--- src/design/tlik_pkg.sv ---
// Shared types, widths, status codes and the CORDIC angle table for the
// two-link inverse kinematics core. Depends on nothing.
package tlik_pkg;

  localparam int COORD_BITS        = 18;
  localparam int CORDIC_ITERATIONS = 16;
  localparam int LEN_BITS          = 16;
  localparam int FRAC              = 16;
  localparam int QB                = FRAC + 1;
  localparam int WIDE = (2 * COORD_BITS + 1 > 2 * LEN_BITS + 2) ?
                        2 * COORD_BITS + 1 : 2 * LEN_BITS + 2;
  localparam int RW   = WIDE + FRAC;
  localparam int VW   = 2 * FRAC + 1;
  localparam int TW   = 2 * FRAC + 3;
  localparam int CW   = ((COORD_BITS > 2 * LEN_BITS + 2) ?
                         COORD_BITS : 2 * LEN_BITS + 2) + 3;
  localparam int ZW   = 26;
  localparam int IDXW = 2;

  localparam logic [1:0] STATUS_OK       = 2'd0;
  localparam logic [1:0] STATUS_TOO_FAR  = 2'd1;
  localparam logic [1:0] STATUS_TOO_NEAR = 2'd2;
  localparam logic [1:0] STATUS_ZERO_LNK = 2'd3;

  localparam logic [IDXW-1:0] REG_FIRST_LINK  = 2'd0;
  localparam logic [IDXW-1:0] REG_SECOND_LINK = 2'd1;

  localparam logic [LEN_BITS-1:0] LINK_RESET = 16'd25600;

  typedef struct packed {
    logic [1:0]                   status;
    logic                         neg;
    logic signed [COORD_BITS-1:0] x;
    logic signed [COORD_BITS-1:0] y;
  } side_t;

  // atan(2^-i) in degrees, 16 fraction bits.
  function automatic logic signed [ZW-1:0] atan_q16(input int i);
    logic signed [ZW-1:0] a;
    case (i)
      0: a = 26'sd2949120;  1: a = 26'sd1740967;  2: a = 26'sd919879;
      3: a = 26'sd466945;   4: a = 26'sd234379;   5: a = 26'sd117304;
      6: a = 26'sd58666;    7: a = 26'sd29335;    8: a = 26'sd14668;
      9: a = 26'sd7334;     10: a = 26'sd3667;    11: a = 26'sd1833;
      12: a = 26'sd917;     13: a = 26'sd458;     14: a = 26'sd229;
      15: a = 26'sd115;     16: a = 26'sd57;      17: a = 26'sd29;
      18: a = 26'sd14;      19: a = 26'sd7;       20: a = 26'sd4;
      21: a = 26'sd2;       22: a = 26'sd1;
      default: a = '0;
    endcase
    return a;
  endfunction

endpackage

--- src/design/tlik_divider.sv ---
// Pipelined restoring divider, one quotient bit per stage, for the cosine.
// Depends on tlik_pkg.
module tlik_divider (
  input  logic                   clk,
  input  logic                   en,
  input  logic [tlik_pkg::WIDE-1:0] mag,
  input  logic [tlik_pkg::WIDE-1:0] den,
  output logic [tlik_pkg::QB-1:0]   quot
);
  import tlik_pkg::*;

  logic [RW-1:0]   rem   [0:QB];
  logic [WIDE-1:0] den_p [0:QB];
  logic [QB-1:0]   q_p   [0:QB];

  assign rem[0]   = {mag, {FRAC{1'b0}}};
  assign den_p[0] = den;
  assign q_p[0]   = '0;

  for (genvar j = 0; j < QB; j++) begin : g_stage
    localparam int B = QB - 1 - j;
    logic [RW-1:0] trial;
    logic          fits;
    assign trial = RW'(den_p[j]) << B;
    assign fits  = rem[j] >= trial;
    always_ff @(posedge clk) begin
      if (en) begin
        rem[j+1]   <= fits ? rem[j] - trial : rem[j];
        den_p[j+1] <= den_p[j];
        q_p[j+1]   <= {q_p[j][QB-2:0], fits};
      end
    end
  end

  assign quot = q_p[QB];
endmodule

--- config.mk ---
export PLATFORM = sky130hd
export DESIGN_NAME = tlik_divider
export DESIGN_NICKNAME = d
export VERILOG_FILES = /design/src/design/tlik_pkg.sv /design/src/design/tlik_divider.sv
export SDC_FILE = /design/constraint.sdc
export NUM_CORES = 2
export LEC_CHECK = 0
export BUFFER_PORTS_ARGS = -buffer_cell sky130_fd_sc_hd__buf_2
export CORE_MARGIN = 10
export CORE_UTILIZATION = 55
export DETAILED_ROUTE_END_ITERATION = 7
export GPL_TIMING_DRIVEN = 1
export PLACE_DENSITY_LB_ADDON = 0.12
export SYNTH_ARGS = -nofsm -noshare
export SYNTH_HDL_FRONTEND = slang
export SYNTH_SLANG_ARGS = --single-unit
--- constraint.sdc ---
create_clock -name clk -period 4.7 [get_ports clk]
set_clock_uncertainty 0.05 [all_clocks]
set_input_delay 0.47 -clock clk [delete_from_list [all_inputs] [get_ports clk]]
set_output_delay 0.47 -clock clk [all_outputs]
set_load 0.01 [all_outputs]
==> impl_results.md <==
* Share of synthesized registers carrying an async set or reset at 0%
* Pre-antenna DRT Iters at 6
* Pwr Density at 627.6 nW/µm²
* Crit path DAT at 4.93 ns
* Initial core utilization at 55.16%
* Fillers at 12.98k
* CP Cell Sequence: inv_1, fa_1, nand2b_1, a211oi_1, o21ai_0, a21oi_2, o21ai_0, a21oi_1, nor3_4, buf_4, or4_1, nor4b_1, xor2_1
* Pre-CTS WS at 0.03510 ns
* Nets@finish at 9,462
* GR Overflow Total at 0
* Detail Placement HPWL at 168.8 mm
* CTS Buf Count at 163
* Peak supply drop at 423.1 µV
* Max-Cap Viols at 0
* Critical path type: register to register
* Syn Inst Count at 8,529
* Delay-heaviest family, CP: compound AO/OA/AOI/OAI gates
* Initial antenna violation count at 2
* Average cell area after synthesis at 10.36 µm²
* Worst EP required at 5.17 ns
* Most common cell after layout, fill and taps aside: edfxtp_1
* Antenna viol nets, final at 0
* GRT Total Usage at 24.21%
* Post-DP Area at 92,000 µm²
* Yosys reg bits at 1,457
* Final RePlAce weighted congestion at 1.028
* Distinct cells, synth at 96
* Hold slack at 0.07120 ns
* Setup TNS at 0 ns
* Area occupied by multi-input gates at 40,560 µm²
* Fin. Hold Viols at 0
* WP buf/inv at 2
* CTS tree: built
* Residual DRC at 0
* DRC violation total after the first TritonRoute iteration at 4,018
* Number of synthesized flops with an enable pin at 1,457
* Clk root buf: clkbuf_16
* Die area at 177,100 µm²
* DRT Wirelength at 217.8 mm
* Post-route worst setup slack at 0.2404 ns
* Crit-path slowest cell: fa_1
* Wire per inst at 19.76 µm
* Layout area overhead at 10.77%
* Worst-Skew Late Latency at 0.79 ns
* DR vias at 64.28k
* FF/Latch Area at 43,750 µm²
* CTS sink count at 1,457
* LEAKAGE at 39.70 nW
* H-tree depth at 4
* Layout cell share with drive strength beyond 1 at 7.661%
* Syn Nets at 9,249
* Slew Viols, Final at 0
* Status: completed
* CTS max path bufs at 3
* Row count at 147
* Core area at 160,200 µm²
* Setup crit start kind: register
* Slowest stage delay, CP at 0.47 ns
* Crit path top cell by count: o21ai_0
* Global-route wire length before repair at 340.7 mm
* Final Critical Period at 4.460 ns
* Crit-path max FO at 8
* Commonest cells after routing, fill and taps aside: 1,457 x edfxtp_1, 803 x inv_1, 735 x a21oi_1
* Main flop type after synthesis: edfxtp_1
* Worst slew margin at 6.475%
* Final instance area at 97,880 µm²
* Number of global-route vias before repair at 66.26k
* Worst-path clk slew at 0.06 ns
* Part of the cycle the worst path needs at 94.88%
* Endpoint type of the worst setup path: register
* Number of diodes at 0
* IO Count at 93
* Hold WC Path Type: input pin to register
* Via density at 5.832
* Post-synthesis sequential area ratio at 49.51%
* Final setup viols at 0
* Die W at 420.8 µm
* Ys Warns at 0
* Cell Area, Synth at 88,370 µm²
* Largest net degree at the start of global routing at 171
* Fmax at 224.2 MHz
* Die Y at 420.8 µm
* RSZ-0062 raised after global routing: no
* Total power at 61.43 mW
* Port buffer count at 92
* Post-CTS setup buffer count at 0
* Worst Tran Pin Value at 1.385 ns
-- report_power, final --
group | switching [mW] | internal (mW)
registers | 2.01 | 19.2
clock network | 5.06 | 7.25
logic | 16.4 | 11.6
-- final timing paths --
check | slack, ns | end | from | cells after the start
worst max-delay path | 0.24 | rem[634]$_DFFE_PP_ | rem[648]$_SDFFCE_PN0P_ | 13
worst min-delay path | 0.07 | den_p[627]$_DFFE_PP_ | en | 1
worst max register to register | 0.24 | rem[634]$_DFFE_PP_ | rem[648]$_SDFFCE_PN0P_ | 13
worst min register to register | 0.36 | q_p[176]$_DFFE_PP_ | q_p[192]$_DFFE_PP_ | 0
-- worst reg2reg max path, delay by kind of cell, from the launching register on --
kind	cells	cell delay, ns
xor gates and xnor gates	1	0.13
adders and majority gates	1	0.47
buffers and inverters	2	0.26
DFF	1	0.39
AOI/OAI and AO/OA	5	1.77
and+or+nand+nor	4	1.15
-- synth_stat cells, drive strengths merged, types with 20 or more instances --
master | number | area share (%)
xnor2 | 330 | 3.3
o31a | 23 | 0.23
o31ai | 55 | 0.47
buf | 67 | 0.41
a31oi | 63 | 0.45
a31o | 20 | 0.20
a211o | 26 | 0.26
a2111oi | 24 | 0.25
a21o | 359 | 3.0
o211ai | 53 | 0.45
nor3 | 140 | 0.80
o21a | 85 | 0.72
or4 | 20 | 0.17
nand2 | 692 | 2.9
o21bai | 88 | 0.75
nor2 | 532 | 2.3
and3 | 64 | 0.45
mux2 | 102 | 1.3
nor4 | 77 | 0.55
a21oi | 738 | 4.2
clkbuf | 209 | 0.89
o21ai | 637 | 3.6
nand3 | 161 | 0.91
nand2b | 73 | 0.52
a211oi | 71 | 0.61
nor2b | 93 | 0.66
ha | 628 | 8.9
xor2 | 285 | 2.8
or3 | 46 | 0.33
inv | 805 | 3.4
edfxtp | 1457 | 50
nand4 | 136 | 0.97
and2 | 42 | 0.30
or2 | 29 | 0.21
-- layout make-up --
| class | instances | area share, % |
|---|---|---|
| Inverter | 806 | 3.091 |
| Timing Repair Buffer | 324 | 2.758 |
| Multi-Input combinational cell | 5990 | 41.44 |
| Sequential cell | 1457 | 44.70 |
| Clock buffer | 197 | 4.471 |
| Tap cell | 2160 | 2.761 |
| Clock inverter | 89 | 0.7836 |
-- registers in the layout, summed over array words and instances, names as in the netlist --
name   cells
rem      712
den_p    592
q_p      136
quot      17
-- cell families after synthesis --
family	after synthesis	synth area share, %
flip-flops	1457	49.51
XOR/XNOR	615	6.096
AO/OA/AOI/OAI	2419	17.03
adder cells (fa/ha/maj)	644	9.255
AND/OR/NAND/NOR	2199	11.96
multiplexers	113	1.424
buffers and inverters	1082	4.721
-- what timing repair did --
item,CTS,global route
endpoints found under the hold margin,73,0
hold buffers,73,0
endpoints found under the setup margin,1,1
resized for setup,1,1
-- through the flow --
| step | util (%) | instances |
|---|---|---|
| 4_1_cts | 61.10 | 11020 |
| 2_1_floorplan | - | 8529 |
| 5_1_grt | 61.10 | 11020 |
| 6_report | 61.10 | 11020 |
| 3_3_place_gp | 57.43 | 10660 |
| 3_5_place_dp | 57.43 | 10660 |
-- metal layers --
metal | vias up | global-route usage (%) | share of wire (%)
met2 | 1641 | 48.90 | 56
met4 | 0 | 18.19 | 8.3
li1 | 31650 | - | -
met1 | 30220 | 21.44 | 33
met3 | 770 | 2.772 | 2.8
met5 | - | 0 | 0
Power figures use the tool's default switching activity.
