`src/design/tlik_pkg.sv`:
```
// Shared types, widths, status codes and the CORDIC angle table for the
// two-link inverse kinematics core. Depends on nothing.
package tlik_pkg;

  localparam int COORD_BITS        = 18;
  localparam int CORDIC_ITERATIONS = 16;
  localparam int LEN_BITS          = 16;
  localparam int FRAC              = 16;
  localparam int QB                = FRAC + 1;
  localparam int WIDE = (2 * COORD_BITS + 1 > 2 * LEN_BITS + 2) ?
                        2 * COORD_BITS + 1 : 2 * LEN_BITS + 2;
  localparam int RW   = WIDE + FRAC;
  localparam int VW   = 2 * FRAC + 1;
  localparam int TW   = 2 * FRAC + 3;
  localparam int CW   = ((COORD_BITS > 2 * LEN_BITS + 2) ?
                         COORD_BITS : 2 * LEN_BITS + 2) + 3;
  localparam int ZW   = 26;
  localparam int IDXW = 2;

  localparam logic [1:0] STATUS_OK       = 2'd0;
  localparam logic [1:0] STATUS_TOO_FAR  = 2'd1;
  localparam logic [1:0] STATUS_TOO_NEAR = 2'd2;
  localparam logic [1:0] STATUS_ZERO_LNK = 2'd3;

  localparam logic [IDXW-1:0] REG_FIRST_LINK  = 2'd0;
  localparam logic [IDXW-1:0] REG_SECOND_LINK = 2'd1;

  localparam logic [LEN_BITS-1:0] LINK_RESET = 16'd25600;

  typedef struct packed {
    logic [1:0]                   status;
    logic                         neg;
    logic signed [COORD_BITS-1:0] x;
    logic signed [COORD_BITS-1:0] y;
  } side_t;

  // atan(2^-i) in degrees, 16 fraction bits.
  function automatic logic signed [ZW-1:0] atan_q16(input int i);
    logic signed [ZW-1:0] a;
    case (i)
      0: a = 26'sd2949120;  1: a = 26'sd1740967;  2: a = 26'sd919879;
      3: a = 26'sd466945;   4: a = 26'sd234379;   5: a = 26'sd117304;
      6: a = 26'sd58666;    7: a = 26'sd29335;    8: a = 26'sd14668;
      9: a = 26'sd7334;     10: a = 26'sd3667;    11: a = 26'sd1833;
      12: a = 26'sd917;     13: a = 26'sd458;     14: a = 26'sd229;
      15: a = 26'sd115;     16: a = 26'sd57;      17: a = 26'sd29;
      18: a = 26'sd14;      19: a = 26'sd7;       20: a = 26'sd4;
      21: a = 26'sd2;       22: a = 26'sd1;
      default: a = '0;
    endcase
    return a;
  endfunction

endpackage

```
`src/design/tlik_isqrt.sv`:
```
// Pipelined digit-by-digit integer square root, one root bit per stage.
// Depends on tlik_pkg.
module tlik_isqrt (
  input  logic                  clk,
  input  logic                  en,
  input  logic [tlik_pkg::VW-1:0] v,
  output logic [tlik_pkg::QB-1:0] root
);
  import tlik_pkg::*;

  logic [TW-1:0] rem [0:QB];
  logic [QB-1:0] r_p [0:QB];

  assign rem[0] = TW'(v);
  assign r_p[0] = '0;

  for (genvar j = 0; j < QB; j++) begin : g_stage
    localparam int B = QB - 1 - j;
    logic [TW-1:0] trial;
    logic          fits;
    assign trial = (TW'(r_p[j]) << (B + 1)) + (TW'(1) << (2 * B));
    assign fits  = rem[j] >= trial;
    always_ff @(posedge clk) begin
      if (en) begin
        rem[j+1] <= fits ? rem[j] - trial : rem[j];
        r_p[j+1] <= fits ? (r_p[j] | (QB'(1) << B)) : r_p[j];
      end
    end
  end

  assign root = r_p[QB];
endmodule

```
`config.mk`:
```
export PLATFORM = sky130hd
export DESIGN_NAME = tlik_isqrt
export DESIGN_NICKNAME = d
export VERILOG_FILES = /design/src/design/tlik_pkg.sv /design/src/design/tlik_isqrt.sv
export SDC_FILE = /design/constraint.sdc
export NUM_CORES = 1
export LEC_CHECK = 0
export BUFFER_PORTS_ARGS = -buffer_cell sky130_fd_sc_hd__buf_2
export CAP_MARGIN = 20
export CORE_AREA = 5 5 237 239
export CTS_CLUSTER_DIAMETER = 100
export DETAILED_ROUTE_END_ITERATION = 10
export DIE_AREA = 0 0 242 244
export GPL_TIMING_DRIVEN = 0
export HOLD_SLACK_MARGIN = 0.15
export PLACE_DENSITY = 0.79
export SYNTH_ARGS = -nofsm -noshare
export SYNTH_HDL_FRONTEND = slang
export SYNTH_SLANG_ARGS = --single-unit
```
`constraint.sdc`:
```
create_clock -name clk -period 3.8 [get_ports clk]
set_input_delay 0.19 -clock clk [delete_from_list [all_inputs] [get_ports clk]]
set_output_delay 0.19 -clock clk [all_outputs]
set_load 0.1 [all_outputs]
```
==> impl_metrics.csv <==
group,metric,value,unit
worst_setup_path,path_cells,"ha_1, o21a_1, a2bb2oi_1, a211oi_1, or3_1, o21ai_1, clkbuf_2, o211ai_1, xnor2_1",
grt,track_usage,23.5,%
timing,drv_slew,0,
clocking,clock_path_buffers,3,
logic_synthesis,synth_top_family_by_area,"simple AND/OR/NAND/NOR gates",
routing,via_per_inst,5.97,
worst_hold_path,min_from,"v[32]",
worst_setup_path,endpoint_kind,"flop",
worst_setup_path,worstSetupStartpoint,"rem[149]$_DFFE_PP_",
routing,drt_iter0_markers,1668,
floorplan,dieHeight,244,um
logic_synthesis,synth_ff_type,"edfxtp_1",
final_layout,regArea,21400,sq um
final_layout,areaGrowthSynthToFinish,11.9,%
grt,first_global_vias,21600,
logic_synthesis,synth-adder-area-share,6.21,%
timing,worst_pin_slew,1.09,ns
logic_synthesis,synth.avg_cell_area,12.9,sq um
grt,antenna_found_initial,0,
worst_hold_path,hp-class,"in -> reg",
grt,grt_max_degree,136,
worst_setup_path,critical_path_arrival,3.98,ns
grt,grt_use_met2,45.1,%
timing,slew_headroom,26.8,%
clocking,cts_htree_levels,3,
logic_synthesis,muxShareOfSynthArea,0.651,%
clocking,cts_setup_buffers,0,
floorplan,io-pin-count,52,
clocking,cts_tree,"yes",
pwr,p_switching,5.53,mW
pwr,totalPowerFinal,20.6,mW
grt,busiest_layer,"met2",
pwr,power_frac_seq,50.6,%
timing,fmax,276,MHz
logic_synthesis,yosysUniqueCellTypes,76,
clocking,clock_latency,0.62,ns
worst_setup_path,r2r_start,"rem[149]$_DFFE_PP_",
floorplan,rows,85,
place,dp_hpwl,50.1,mm
clocking,clock-root-buffer,"clkbuf_16",
timing,rsz0062_at_grt,"no",
grt,gr-total-overflow,0,
timing,layout_min_cycle_time,3.62,ns
final_layout,final_nets,2961,
routing,ant_nets,0,
worst_setup_path,max_stage_delay,0.50,ns
logic_synthesis,synth-xor-area-share,5.92,%
timing,setup_viol,0,
floorplan,die_x,242,um
worst_setup_path,start_kind,"flop",
timing,fin_tns_setup,0,ns
routing,wl_per_cell,19.9,um
worst_setup_path,worstPathRequired,4.16,ns
final_layout,multi_input_area,11200,sq um
final_layout,drive_above_1_share,7.10,%
logic_synthesis,synth_seq_cells,712,
timing,hold_ws,0.271,ns
pwr,pwr_density_cell,551,nW/um^2
run_status,status,"finished, final reports clean",
pwr,leakage,14.2,nW
clocking,clkSlewWorstSetupHoldPaths,0.06,ns
logic_synthesis,netlist_instances,2597,
run,drv_cap,0,
place,place_inst,3349,
grt,grt_use_met1,26.6,%
timing,period_share,95.3,%
final_layout,final_core_util,69.9,%
routing,drc,0,
routing,wl,70.0,mm
final_layout,fillers,3637,
logic_synthesis,yosys.area_share.simple,11.8,%
final_layout,diodes,0,
place,port_buffers,50,
logic_synthesis,yosysWarnings,0,
floorplan,start_util,62.4,%
final_layout,fin_cells,3511,
worst_setup_path,crit_type,"reg -> reg",
pwr,comb_power_share,15.6,%
logic_synthesis,synth-compound-area-share,8.64,%
pwr,swShare,26.8,%
pwr,ir_worst_vdd,410,uV
clocking,cts.sinks,712,
timing,clock_skew,0.0253,ns
timing,hold_viol,0,
pwr,clkPwrFrac,33.8,%
grt,grt_pass1_wl,112,mm
logic_synthesis,synth_edf_count,712,
floorplan,die-area,59000,sq um
worst_setup_path,worstPathMaxFanout,19,
routing,vias,21000,
floorplan,fp.coreArea,53600,sq um
clocking,cts_buffers,72,
logic_synthesis,ys_seq_area_share,63.9,%
logic_synthesis,synthArstFlopShare,0,%
logic_synthesis,netlist_area,33500,sq um
worst_setup_path,slowest_stage,"clkbuf_2",
routing,dr.pass1.iters,5,
grt,use_met3,3.06,%
place,gp_congestion,0.896,
pwr,power.internal,15.1,mW
## registers in the layout, summed over array words and instances, names as in the netlist
register and cells:
r_p 136, rem 559, root 17
## cells by family (layout without fill, tap and decap cells)
group | Yosys count | count (layout)
compound gates | 460 | 460
fa+ha+maj | 166 | 166
buf+inv | 250 | 467
xor+xnor | 226 | 226
flops | 712 | 712
mux | 20 | 20
simple gates | 762 | 762
other cells | 1 | 2
## per-layer routing
layer  wire (um)  up-vias
met2       38200      586
met4        2590        0
met1       26400    10200
li1            -    10000
met3        2810      171
met5           0        -
## power groups by stage
| stage | Combinational (mW) | Sequential [mW] | Clock [mW] |
|---|---|---|---|
| after CTS | 3.19 | 10.4 | 7.08 |
| after floorplan | 2.29 | 10.4 | 0 |
| after global routing | 3.57 | 10.5 | 7.44 |
| after global placement | 3.02 | 10.7 | 0 |
| final | 3.21 | 10.4 | 6.98 |
| after detailed placement | 3.13 | 10.6 | 0 |
## synth_stat cells, drive strengths merged, types with 12 or more instances
master  instances  area, sq um
edfxtp        712        21400
nor4b          12          105
o211ai         13         97.6
o21a           37          278
or4            21          161
nor2b          28          175
o21ai         124          621
clkbuf         32          120
inv           207          777
a211oi         12         90.1
nor2          162          608
xor2          119         1040
and3           14         87.6
or3            33          206
a21o           51          383
ha            166         2080
mux2           14          158
nand4          33          206
nand3          40          200
o31ai          25          188
nor3           76          380
a21oi         130          651
xnor2         107          937
nand2b         32          200
nor4           94          594
nand2         166          623
## timing repair
action                                  in CTS  in global routing
pin swaps                                    0                  0
hold endpoints to repair                   106                  0
resized for setup                            3                  5
hold buffers                                34                  0
endpoints found under the setup margin      36                 19
## path summary, 6_finish.rpt
check	to	slack, ns	cells past startpoint
worst min register to register	rem[210]$_DFFE_PP_	0.44	0
worst max register to register	rem[133]$_DFFE_PP_	0.18	9
worst max-delay path	rem[133]$_DFFE_PP_	0.18	9
worst min-delay path	r_p[288]$_DFFE_PP_	0.27	2
## final cells by class
class                           instances  share of cell area (%)
Buffer                                 41                   0.478
Clock buffer                           83                    4.98
Clock inverter                         46                    1.26
Inverter                              208                    2.09
Multi-Input combinational cell       1636                    29.8
Sequential cell                       712                    57.1
Tap cell                              696                    2.33
Timing Repair Buffer                   89                    1.97
## through the flow
step	cell area (sq um)	worst slack, ns
after floorplan	33500	0.799
after global placement	34600	-7.69
after detailed placement	34700	-0.226
after CTS	37400	0.0256
after global routing	37400	0.0208
final	37400	0.180
## worst max-delay path, delay by kind of cell (launching register included)
kind / cells / cell delay [ns]
XOR/XNOR: 1 / 0.16
AND/OR/NAND/NOR: 1 / 0.41
adder cells (fa/ha/maj): 1 / 0.37
AO/OA/AOI/OAI: 5 / 1.51
buffers and inverters: 1 / 0.50
flip-flops: 1 / 0.40
## layout by cell type (no fill, tap or decap), types with 53 or more instances in the layout
master | netlist | final
xor2_1 | 119 | 119
xnor2_1 | 107 | 107
buf_2 | 4 | 53
clkbuf_16 | 0 | 73
a21oi_1 | 130 | 130
inv_1 | 206 | 206
edfxtp_1 | 712 | 712
nor3_1 | 76 | 74
nor4_1 | 93 | 92
nor2_1 | 162 | 162
nand2_1 | 166 | 166
ha_1 | 166 | 166
o21ai_0 | 122 | 122
(Power assumes the default switching activity.)
